===== src/rtl/core/jdas_pkg.sv =====
// Package for the JTAG DAP access scan: payload types, scan timing constants, TMS tables.
`timescale 1ns / 1ps
package jdas_pkg;

   // Instruction register length of the target TAP
   localparam int IR_LENGTH = 4;

   // Scan layout, in ticks
   localparam int DR_BITS    = 35;
   localparam int PRE_TICKS  = 10;
   localparam int MID_TICKS  = 4;
   localparam int POS_W      = 6;
   localparam int LEAD_IDX_W = $clog2(PRE_TICKS);
   localparam int MID_IDX_W  = $clog2(MID_TICKS);

   localparam logic [POS_W-1:0] IR_START   = POS_W'(PRE_TICKS);
   localparam logic [POS_W-1:0] IR_END     = POS_W'(PRE_TICKS + IR_LENGTH);
   localparam logic [POS_W-1:0] DR_START   = POS_W'(PRE_TICKS + IR_LENGTH + MID_TICKS);
   localparam logic [POS_W-1:0] POST_START =
      POS_W'(PRE_TICKS + IR_LENGTH + MID_TICKS + DR_BITS);
   localparam logic [POS_W-1:0] SCAN_LAST  =
      POS_W'(PRE_TICKS + IR_LENGTH + MID_TICKS + DR_BITS + 1);

   // TMS of lead-in ticks, bit i for tick i: 1,1,1,1,1,0,1,1,0,0
   localparam logic [PRE_TICKS-1:0] LEAD_TMS = 10'b0011011111;
   // TMS from Exit1-IR to Shift-DR, bit i for tick i: 1,1,0,0
   localparam logic [MID_TICKS-1:0] MID_TMS  = 4'b0011;

   // Input queue depth
   localparam int Q_DEPTH = 2;
   localparam int Q_PTR_W = $clog2(Q_DEPTH);
   localparam int Q_CNT_W = $clog2(Q_DEPTH + 1);

   // Opcodes
   localparam logic OP_START = 1'b0;
   localparam logic OP_TICK  = 1'b1;

   typedef struct packed {
      logic        opcode;
      logic [3:0]  ir_code;
      logic [1:0]  reg_addr;
      logic        read_not_write;
      logic [31:0] write_data;
      logic        tdo;
   } req_type;

   typedef struct packed {
      logic        tms;
      logic        tdi;
      logic        last;
      logic [2:0]  ack;
      logic [31:0] read_data;
   } rsp_type;

   // Classified queue entry
   typedef struct packed {
      logic        is_start;
      logic [3:0]  ir_code;
      logic [1:0]  reg_addr;
      logic        read_not_write;
      logic [31:0] write_data;
      logic        tdo;
   } q_entry_type;

   typedef struct packed {
      logic empty;
      logic full;
   } q_status_type;

endpackage


===== src/rtl/core/jtag_dap_access_scan.sv =====
// Top level of the JTAG DAP access scan sequencer.
// A start transfer latches one DP/AP access (IR code, A[3:2], RnW, write data) and yields
// no result; each following tick transfer yields one result with the TMS/TDI levels for
// that TCK cycle. A scan is 51 + IR_LENGTH ticks (55 here); on the final tick last is set
// and ack/read_data carry the TDO captured during the 35-bit DR shift. A start during a
// scan restarts it; ticks while idle are dropped. Requests pass through a two-entry queue
// to the sequencer, which retires one entry per clock whenever its result register is
// free or being taken, so a transfer can be accepted every cycle.
`timescale 1ns / 1ps
module jtag_dap_access_scan (
   input  logic              clock,
   input  logic              reset,
   input  logic              req_valid,
   output logic              req_stall,
   input  jdas_pkg::req_type req_data,
   output logic              rsp_valid,
   input  logic              rsp_stall,
   output jdas_pkg::rsp_type rsp_data
);

   jdas_pkg::q_entry_type  head;
   jdas_pkg::q_status_type status;
   logic                   pop;

   jdas_front u_front (
      .clock     (clock),
      .reset     (reset),
      .req_valid (req_valid),
      .req_stall (req_stall),
      .req_data  (req_data),
      .pop       (pop),
      .head      (head),
      .status    (status)
   );

   jdas_seq u_seq (
      .clock     (clock),
      .reset     (reset),
      .head      (head),
      .status    (status),
      .pop       (pop),
      .rsp_valid (rsp_valid),
      .rsp_stall (rsp_stall),
      .rsp_data  (rsp_data)
   );

`ifndef SYNTHESIS
   // Queue cannot be empty and full at once
   a_q_status: assert property (@(posedge clock) disable iff (reset)
      !(status.empty && status.full))
      else $error("queue empty and full together");

   // Sequencer never retires from an empty queue
   a_pop_nonempty: assert property (@(posedge clock) disable iff (reset)
      pop |-> !status.empty)
      else $error("pop from empty queue");

   // Capture fields stay zero until the final tick
   a_zero_fields: assert property (@(posedge clock) disable iff (reset)
      (rsp_valid && !rsp_data.last) |-> (rsp_data.ack == 3'd0 && rsp_data.read_data == 32'd0))
      else $error("capture fields set before final tick");

   // Final tick returns to Run-Test/Idle with TDI low
   a_last_idle: assert property (@(posedge clock) disable iff (reset)
      (rsp_valid && rsp_data.last) |-> (!rsp_data.tms && !rsp_data.tdi))
      else $error("final tick not an idle tick");
`endif

endmodule


===== src/rtl/core/jdas_front.sv =====
// Front end of the DAP access scan: accepts and classifies requests into a short queue.
`timescale 1ns / 1ps
module jdas_front (
   input  logic                  clock,
   input  logic                  reset,
   input  logic                  req_valid,
   output logic                  req_stall,
   input  jdas_pkg::req_type     req_data,
   input  logic                  pop,
   output jdas_pkg::q_entry_type head,
   output jdas_pkg::q_status_type status
);

   jdas_pkg::q_entry_type              q_ff [jdas_pkg::Q_DEPTH];
   logic [jdas_pkg::Q_PTR_W-1:0]       wr_ptr_ff, wr_ptr_in;
   logic [jdas_pkg::Q_PTR_W-1:0]       rd_ptr_ff, rd_ptr_in;
   logic [jdas_pkg::Q_CNT_W-1:0]       count_ff, count_in;
   logic                               push;
   jdas_pkg::q_entry_type              entry;

   // Status and handshake
   assign status.empty = (count_ff == '0);
   assign status.full  = (count_ff == jdas_pkg::Q_CNT_W'(jdas_pkg::Q_DEPTH));
   assign req_stall    = status.full;
   assign push         = req_valid && !req_stall;

   // Classify the request
   always_comb begin
      entry.is_start       = (req_data.opcode == jdas_pkg::OP_START);
      entry.ir_code        = req_data.ir_code;
      entry.reg_addr       = req_data.reg_addr;
      entry.read_not_write = req_data.read_not_write;
      entry.write_data     = req_data.write_data;
      entry.tdo            = req_data.tdo;
   end

   assign head = q_ff[rd_ptr_ff];

   // Pointer and count update
   always_comb begin
      wr_ptr_in = wr_ptr_ff;
      rd_ptr_in = rd_ptr_ff;
      count_in  = count_ff;
      if (push) begin
         wr_ptr_in = (wr_ptr_ff == jdas_pkg::Q_PTR_W'(jdas_pkg::Q_DEPTH - 1)) ? '0
                   : wr_ptr_ff + 1'b1;
      end
      if (pop) begin
         rd_ptr_in = (rd_ptr_ff == jdas_pkg::Q_PTR_W'(jdas_pkg::Q_DEPTH - 1)) ? '0
                   : rd_ptr_ff + 1'b1;
      end
      if (push && !pop) begin
         count_in = count_ff + 1'b1;
      end else if (pop && !push) begin
         count_in = count_ff - 1'b1;
      end
   end

   always_ff @(posedge clock) begin
      if (reset) begin
         wr_ptr_ff <= '0;
         rd_ptr_ff <= '0;
         count_ff  <= '0;
      end else begin
         wr_ptr_ff <= wr_ptr_in;
         rd_ptr_ff <= rd_ptr_in;
         count_ff  <= count_in;
      end
   end

   // Queue storage
   always_ff @(posedge clock) begin
      if (push) begin
         q_ff[wr_ptr_ff] <= entry;
      end
   end

endmodule


===== src/rtl/core/jdas_seq.sv =====
// Back end of the DAP access scan: TAP sequencer, shift registers and result register.
`timescale 1ns / 1ps
module jdas_seq (
   input  logic                   clock,
   input  logic                   reset,
   input  jdas_pkg::q_entry_type  head,
   input  jdas_pkg::q_status_type status,
   output logic                   pop,
   output logic                   rsp_valid,
   input  logic                   rsp_stall,
   output jdas_pkg::rsp_type      rsp_data
);

   logic                              busy_ff, busy_in;
   logic [jdas_pkg::POS_W-1:0]        pos_ff, pos_in;
   logic [3:0]                        ir_ff, ir_in;
   logic [jdas_pkg::DR_BITS-1:0]      dr_ff, dr_in;
   logic [jdas_pkg::DR_BITS-1:0]      cap_ff, cap_in;
   logic                              rsp_valid_ff, rsp_valid_in;
   jdas_pkg::rsp_type                 rsp_ff, rsp_in;
   logic                              can_take;
   logic                              tms, tdi, fin;
   logic [jdas_pkg::POS_W-1:0]        mid_off;

   // Take the next entry when the result register is free or draining
   assign can_take = !rsp_valid_ff || !rsp_stall;
   assign pop      = !status.empty && can_take;
   assign mid_off  = pos_ff - jdas_pkg::IR_END;

   // Tick decode
   always_comb begin
      tms   = 1'b0;
      tdi   = 1'b0;
      fin   = 1'b0;
      ir_in = ir_ff;
      dr_in = dr_ff;
      cap_in = cap_ff;
      priority if (pos_ff < jdas_pkg::IR_START) begin
         tms = jdas_pkg::LEAD_TMS[pos_ff[jdas_pkg::LEAD_IDX_W-1:0]];
      end else if (pos_ff < jdas_pkg::IR_END) begin
         tdi   = ir_ff[0];
         ir_in = {1'b0, ir_ff[3:1]};
         tms   = (pos_ff == jdas_pkg::IR_END - 1'b1);
      end else if (pos_ff < jdas_pkg::DR_START) begin
         tms = jdas_pkg::MID_TMS[mid_off[jdas_pkg::MID_IDX_W-1:0]];
      end else if (pos_ff < jdas_pkg::POST_START) begin
         tdi    = dr_ff[0];
         dr_in  = {1'b0, dr_ff[jdas_pkg::DR_BITS-1:1]};
         cap_in = {head.tdo, cap_ff[jdas_pkg::DR_BITS-1:1]};
         tms    = (pos_ff == jdas_pkg::POST_START - 1'b1);
      end else begin
         tms = (pos_ff == jdas_pkg::POST_START);
         fin = (pos_ff == jdas_pkg::SCAN_LAST);
      end
   end

   // Next state and result
   always_comb begin
      busy_in      = busy_ff;
      pos_in       = pos_ff;
      rsp_valid_in = rsp_valid_ff && rsp_stall;
      rsp_in       = rsp_ff;
      if (pop) begin
         if (head.is_start) begin
            busy_in = 1'b1;
            pos_in  = '0;
         end else if (busy_ff) begin
            rsp_valid_in       = 1'b1;
            rsp_in.tms         = tms;
            rsp_in.tdi         = tdi;
            rsp_in.last        = fin;
            rsp_in.ack         = fin ? cap_in[2:0] : 3'd0;
            rsp_in.read_data   = fin ? cap_in[jdas_pkg::DR_BITS-1:3] : 32'd0;
            if (fin) begin
               busy_in = 1'b0;
               pos_in  = '0;
            end else begin
               pos_in = pos_ff + 1'b1;
            end
         end
      end
   end

   always_ff @(posedge clock) begin
      if (reset) begin
         busy_ff      <= 1'b0;
         pos_ff       <= '0;
         rsp_valid_ff <= 1'b0;
      end else begin
         busy_ff      <= busy_in;
         pos_ff       <= pos_in;
         rsp_valid_ff <= rsp_valid_in;
      end
   end

   // Shift registers and result payload
   always_ff @(posedge clock) begin
      rsp_ff <= rsp_in;
      if (pop) begin
         if (head.is_start) begin
            ir_ff <= head.ir_code;
            dr_ff <= {head.write_data, head.reg_addr, head.read_not_write};
         end else if (busy_ff) begin
            ir_ff  <= ir_in;
            dr_ff  <= dr_in;
            cap_ff <= cap_in;
         end
      end
   end

   assign rsp_valid = rsp_valid_ff;
   assign rsp_data  = rsp_ff;

endmodule

===== config.mk =====
export PLATFORM = sky130hd
export DESIGN_NAME = jtag_dap_access_scan
export DESIGN_NICKNAME = d
export VERILOG_FILES = /design/src/rtl/core/jdas_pkg.sv /design/src/rtl/core/jtag_dap_access_scan.sv /design/src/rtl/core/jdas_front.sv /design/src/rtl/core/jdas_seq.sv
export SDC_FILE = /design/constraint.sdc
export NUM_CORES = 1
export LEC_CHECK = 0
export BUFFER_PORTS_ARGS = -buffer_cell sky130_fd_sc_hd__buf_2
export CAP_MARGIN = 40
export CORE_MARGIN = 5
export CORE_UTILIZATION = 42
export CTS_CLUSTER_DIAMETER = 40
export CTS_CLUSTER_SIZE = 40
export DETAILED_ROUTE_END_ITERATION = 16
export GPL_TIMING_DRIVEN = 0
export HOLD_SLACK_MARGIN = 0.08
export PLACE_DENSITY = 0.63
export SLEW_MARGIN = 30
export SYNTH_ARGS = -nofsm -noshare
export SYNTH_HDL_FRONTEND = slang
export SYNTH_SLANG_ARGS = --single-unit

===== constraint.sdc =====
create_clock -name clock -period 4 [get_ports clock]
set_input_delay 1 -clock clock [delete_from_list [all_inputs] [get_ports clock]]
set_output_delay 1 -clock clock [all_outputs]
set_load 0.005 [all_outputs]

Word-level counts from Yosys, hierarchy flattened. Memories as Yosys holds them, arrays and structs flattened. A register that Yosys moved wholly into a read port is not among the register bits. Index checks and enable logic that the tools add are counted.

Flip-flop bits (word level): 124. Memory bits (writable): 82. Bits in read-only memories: 16. Input bits: 45. Output and inout port bits: 40. Word-level logic and storage cells: 106. Memories: 2.

Memory list: u_front.q_ff (depth 2, bits a word 41, rd ports 1, clocked after memory_dff 1, wr ports 1, line jdas_front.sv:14) `jdas_pkg::q_entry_type q_ff [jdas_pkg::Q_DEPTH];`; (name not given) (depth 16, bits a word 1, rd ports 1, clocked after memory_dff 1, wr ports 0, line jdas_seq.sv:39) `tms = jdas_pkg::LEAD_TMS[pos_ff[jdas_pkg::LEAD_IDX_W-1:0]];`.

Add/sub/neg operators: 6. Magnitude comparators: 6. Eq/ne operators: 8. Multiplexer cells: 47. Bitwise gates (word level): 2. Reduce and logical (&&, ||, !) cells: 21.

Operators with widths (count): $mux 35 (10); $mux 1 (25); $mux 4 (6); $eq 6x6->1 const B (3); $mux 6 (3); $lt 6x4->1 const B (2); $reduce_bool 2->1 (4); $add 6x1->6 const B (1); $eq 6x4->1 const B (1); $logic_not 1->1 (6); $lt 6x5->1 const B (1); $lt 6x6->1 const B (1); $ne 2x2->1 const B (3); $reduce_and 6->1 (1); $logic_and 1x1->1 (5); $lt 4x5->1 const B (1); $mux 2 (2); $reduce_and 4->1 (1); $lt 2x3->1 const B (1); $reduce_and 3->1 (1); $add 1x1->1 const B (2); $add 2x1->2 const B (1); $bmux 1 s2 (1); $eq 2x2->1 const B (1); other kinds (6) (7).

Longest topological paths before layout.
Depth after elaboration: 10. Gate-level depth with buffers: 10. Gate-level depth less buffers: 8.

Hierarchy. Synthesis repeated with hierarchy kept, for this count alone.

Cell total of the unflattened synthesis: 554. Area total of the unflattened synthesis: 8441.8 um^2.

Modules (own cells, without submodules): jdas_seq (instances 1, cells an instance 399, area each 5265.0 um^2, seq. area each 3543.4 um^2); jdas_front (instances 1, cells an instance 155, area each 3176.8 um^2, seq. area each 2562.5 um^2).

Worst setup path before layout. No wires, ideal clock.

Path type: input to register. From: input rsp_stall. To: register u_seq.dr_ff[0] in the netlist's numbering (enable). Setup time: 0.439 ns. Arrival: 3.259 ns. Data required time: 3.561 ns. Path slack: 0.302 ns. Stages on the path: 3. Buffers on the path: 0. Cells stage by stage: a2bb2oi_1 -> inv_1 -> a21oi_1.

Cells in the longest elaborated chain, start to end: 4.

RTL lines: from (decl) (line jtag_dap_access_scan.sv:17) `input logic rsp_stall,`; $logic_not 1->1 (line jdas_seq.sv:26) `assign can_take = !rsp_valid_ff || !rsp_stall;`; $logic_or 1x1->1 (line jdas_seq.sv:26); $logic_and 1x1->1 (line jdas_seq.sv:27) `assign pop = !status.empty && can_take;`; $reduce_and 6->1 (no source line); to (signal assigned) (line jdas_seq.sv:102) `dr_ff <= {head.write_data, head.reg_addr, head.read_not_write};`; to (signal assigned) (line jdas_seq.sv:105) `dr_ff <= dr_in;`; to (decl) (line jdas_seq.sv:17) `logic [jdas_pkg::DR_BITS-1:0] dr_ff, dr_in;`.

Every way passes these cells. A chain may end at the register's enable or synchronous reset.

Final worst setup path.
From: register u_seq.pos_ff[1] in the netlist's numbering. To: register u_seq.dr_ff[20] in the netlist's numbering (enable).

Cells in the longest elaborated chain, start to end: 3. Elaborated cells between the ends (all ways): 9. Those cells by class: order compare: 4; eq/ne: 3; reduce/logical: 2.

RTL lines: from (decl) (line jdas_seq.sv:15) `logic [jdas_pkg::POS_W-1:0] pos_ff, pos_in;`; from (signal assigned) (line jdas_seq.sv:91) `pos_ff <= pos_in;`; $lt 6x4->1 (tied with other cells) (line jdas_seq.sv:38) `priority if (pos_ff < jdas_pkg::IR_START) begin`; $ne 2x2->1 (no source line) / $reduce_bool 2->1 (equally long branches); $reduce_and 6->1 (no source line) *.

Every way passes the cells marked *; elsewhere a longest branch is shown, timed or not.

==> summary.txt <==
Clock network
  • Clock root buffer: clkbuf_16
  • Clock Tree Buf Depth: 3
  • Post-cts sizing count: 0
  • Hold_buf cts: 0
  • Post-CTS Setup Inserts: 0
  • Skew-Pair Late Insertion Delay: 550 ps
  • Worst-path clk slew: 60 ps
  • H-tree depth: 1
  • CTS tree: yes
  • Num CTS Buffers: 29
  • # clock sinks: 208

Critical path
  • Worst EP arrival: 3050 ps
  • Reg2reg start: u_seq.pos_ff[1]
  • Crit Path Max Fanout: 18
  • Slowest-stage cell, CP: a21oi_4
  • R2R setup slack: 1200 ps
  • Endpoint class of the critical path: flop
  • Worst Setup Path Type: flop to flop
  • Critical Path Most Common Cell: buf_6
  • Reg2reg end: u_seq.dr_ff[20]
  • Worst path cell trace: buf_6 > inv_1 > ha_1 > nor2b_1 > o21ai_1 > a21oi_2 > buf_6 > buf_8 > nand3b_1 > a21oi_4 > buf_16
  • CP required: 4250 ps
  • Worst reg-to-reg path cell count: 11
  • Critical path startpoint category: flop
  • Critical Path Max Stage Delay: 590 ps

Power
  • Leakage: 3.58 nW
  • Total Power: 6.59 mW
  • Peak supply drop: 428 uV
  • PD cells: 646 mW/mm2

Logic synthesis
  • Post-Syn Area: 0.00827 mm2
  • Seq cells post-synth: 208
  • Most numerous cell in the Yosys netlist: edfxtp_1
  • Main synth FF type: edfxtp_1
  • Synth cell count leaders: edfxtp_1 (194), nand2_1 (50), o21ai_0 (45)
  • Mapped Cells: 521
  • Post-synthesis sequential area ratio: 73.8%
  • Synth unique cells: 46
  • Post-synth top area share: 70.4%
  • Synth area leader: edfxtp_1
  • Ys Warns: 0
  • Ys async rst share: 0%
  • Dominant cells by area after synthesis: edfxtp_1 (70%), mux2i_1 (5.0%), dfxtp_1 (3.4%), mux2_4 (2.9%), o21ai_0 (2.7%)
  • Avg Inst Size Synth: 15.9 um2
  • Mapped Nets: 572
  • Number of enable flip-flop cells after synthesis: 194

Detailed routing
  • Per-cell routed wire length: 15.2 um
  • DR pass1 iterations: 4
  • DRC: 0
  • Starting DRT DRC Count: 178
  • Final WL: 14100 um
  • Vias: 4456
  • Vias/cell: 4.80
  • Post-DRT Antenna Nets: 0

STA
  • Fmax achieved: 0.358 GHz
  • Finish-stage setup viols: 0
  • Clk_skew: 15.6 ps
  • Final min period: 2800 ps
  • Slew headroom: 50.1%
  • Worst slew pin tran: 749 ps
  • RSZ-0062 raised after global routing: false
  • Final cycle utilization of the critical path: 69.9%
  • Final hold violations: 0
  • Slew Limit Fails: 0

Placement
  • Placement Cell Area: 0.00918 mm2
  • HPWL Detailed: 9600 um
  • Port bufs: 84
  • Final GP Congestion: 0.810
  • DP Cell Count: 875

Worst hold path
  • Worst min path class: flop to flop
  • WHS Endpoint: u_seq.rsp_valid
  • Worst Hold Path Cells: 2
  • HP Start: u_seq.rsp_valid

Floorplanning
  • Starting density of the core: 42.6%
  • # IOs: 85
  • DIE WIDTH: 150 um
  • Core area: 0.0194 mm2
  • Die Area: 0.0226 mm2
  • Core Rows: 51
  • Die height: 150 um

Global route
  • Vias in the first global route: 4621
  • Largest net degree at the start of global routing: 54
  • Total gr overflow: 0
  • Initial antenna violation count: 0
  • GRT Overall Usage: 12.5%
  • Global-route wire length before repair: 22900 um

Cells and area
  • Area grow syn2layout: 23.4%
  • Multi-input logic area: 0.00199 mm2
  • Reg area: 0.00611 mm2
  • Proportion of layout cells with a drive suffix above 1: 30.4%
  • Fillers: 1660
  • Inserted Diodes: 0
  • Post-Layout Cell Count: 929
  • Design area: 0.0102 mm2
  • Final net count: 692

Flow run
  • MaxCap Viol Count: 0

Outcome
  • Status: completed
-- metrics by stage --
| step | worst slack [ps] | utilization, % | hold slack [ps] | TNS [ps] |
|---|---|---|---|---|
| final | 1200 | 52.6 | 479 | 0 |
| after detailed placement | 1030 | 47.3 | 483 | 0 |
| after global placement | -685 | 46.5 | 470 | -52020 |
| after CTS | 1180 | 52.6 | 490 | 0 |
| after floorplan | 302 | - | 469 | 0 |
| after global routing | 1050 | 52.6 | 512 | 0 |
-- cell families (layout without fill, tap and decap cells) --
kind of cell	Yosys count	in the layout	synth area share (%)
AOI/OAI and AO/OA	66	66	4.40
xor gates and xnor gates	5	5	0.529
adders and majority gates	6	6	0.908
buffers and inverters	36	179	2.41
DFF	208	208	73.8
muxes	77	77	10.6
and+or+nand+nor	123	123	7.32
-- where the power goes --
| group | leakage (nW) | internal (mW) | switching [mW] |
|---|---|---|---|
| Clock | 0.501 | 1.54 | 1.08 |
| Sequential | 1.77 | 2.83 | 0.0901 |
| Combinational | 1.31 | 0.403 | 0.646 |
| Total | 3.58 | 4.77 | 1.82 |
-- sequential cells by signal (all words and copies together), names as in the netlist, named ones only --
name / flops
u_seq.cap_ff: 35
u_seq.rsp_valid: 1
u_front.rd_ptr_ff: 1
u_seq.dr_ff: 35
u_front.count_ff: 2
u_seq.rsp_data: 38
u_front.q_ff: 82
u_seq.pos_ff: 6
u_seq.busy_ff: 1
u_seq.ir_ff: 4
u_front.wr_ptr_ff: 1
-- cell type report --
type	count	area share, %
Sequential cell	208	59.8
Multi-Input combinational cell	277	19.5
Clock buffer	29	7.11
Timing Repair Buffer	89	5.39
Tap cell	265	3.25
Clock inverter	25	2.98
Buffer	26	1.58
Inverter	10	0.392
-- how the worst max path moves through the flow --
stage	startpoint	endpoint	slack [ps]	depth (start not counted)
3_5_place_dp	rsp_stall	u_seq.dr_ff[17]	1030	5
6_report	u_seq.pos_ff[1]	u_seq.dr_ff[20]	1200	11
4_1_cts	u_seq.pos_ff[1]	u_seq.dr_ff[34]	1180	11
3_3_place_gp	rsp_stall	u_seq.dr_ff[16]	-680	4
5_1_grt	u_seq.pos_ff[1]	u_seq.dr_ff[17]	1050	11
2_1_floorplan	rsp_stall	u_seq.dr_ff[0]	300	3
-- worst max-delay path: cells and delay by family, from the launching register on --
kind | cells | cell delay, ps
AOI/OAI and AO/OA | 3 | 820
adders and majority gates | 1 | 240
buffers and inverters | 5 | 810
DFF | 1 | 330
and+or+nand+nor | 2 | 260
-- layout by cell type, fill, tap and decap left out, types with 2 or more instances in the layout --
cell type,count
edfxtp_1,194
buf_2,92
nand2_1,50
o21ai_0,45
mux2i_1,41
and2_1,34
clkbuf_16,29
mux2_2,19
nor2_1,16
mux2_4,16
dfxtp_1,14
clkbuf_1,10
inv_1,8
inv_6,8
a21oi_1,7
ha_1,6
inv_8,6
xor2_1,4
nor3_1,4
buf_16,4
buf_6,3
nor2b_1,3
a31oi_1,3
clkinv_8,3
nand2b_1,2
buf_1,2
buf_12,2
nand3_1,2
a311oi_1,2
or3_1,2
clkinvlp_4,2
clkinv_4,2
bufinv_16,2
-- per-layer routing --
| metal | vias to the layer above | routed length, um | GRT usage [%] |
|---|---|---|---|
| met2 | 115 | 7060 | 22.0 |
| met3 | 33 | 799 | 2.83 |
| met1 | 2116 | 5840 | 15.1 |
| li1 | 2192 | - | - |
| met5 | - | 0 | 0 |
| met4 | 0 | 451 | 4.48 |
(Power assumes the default switching activity.)
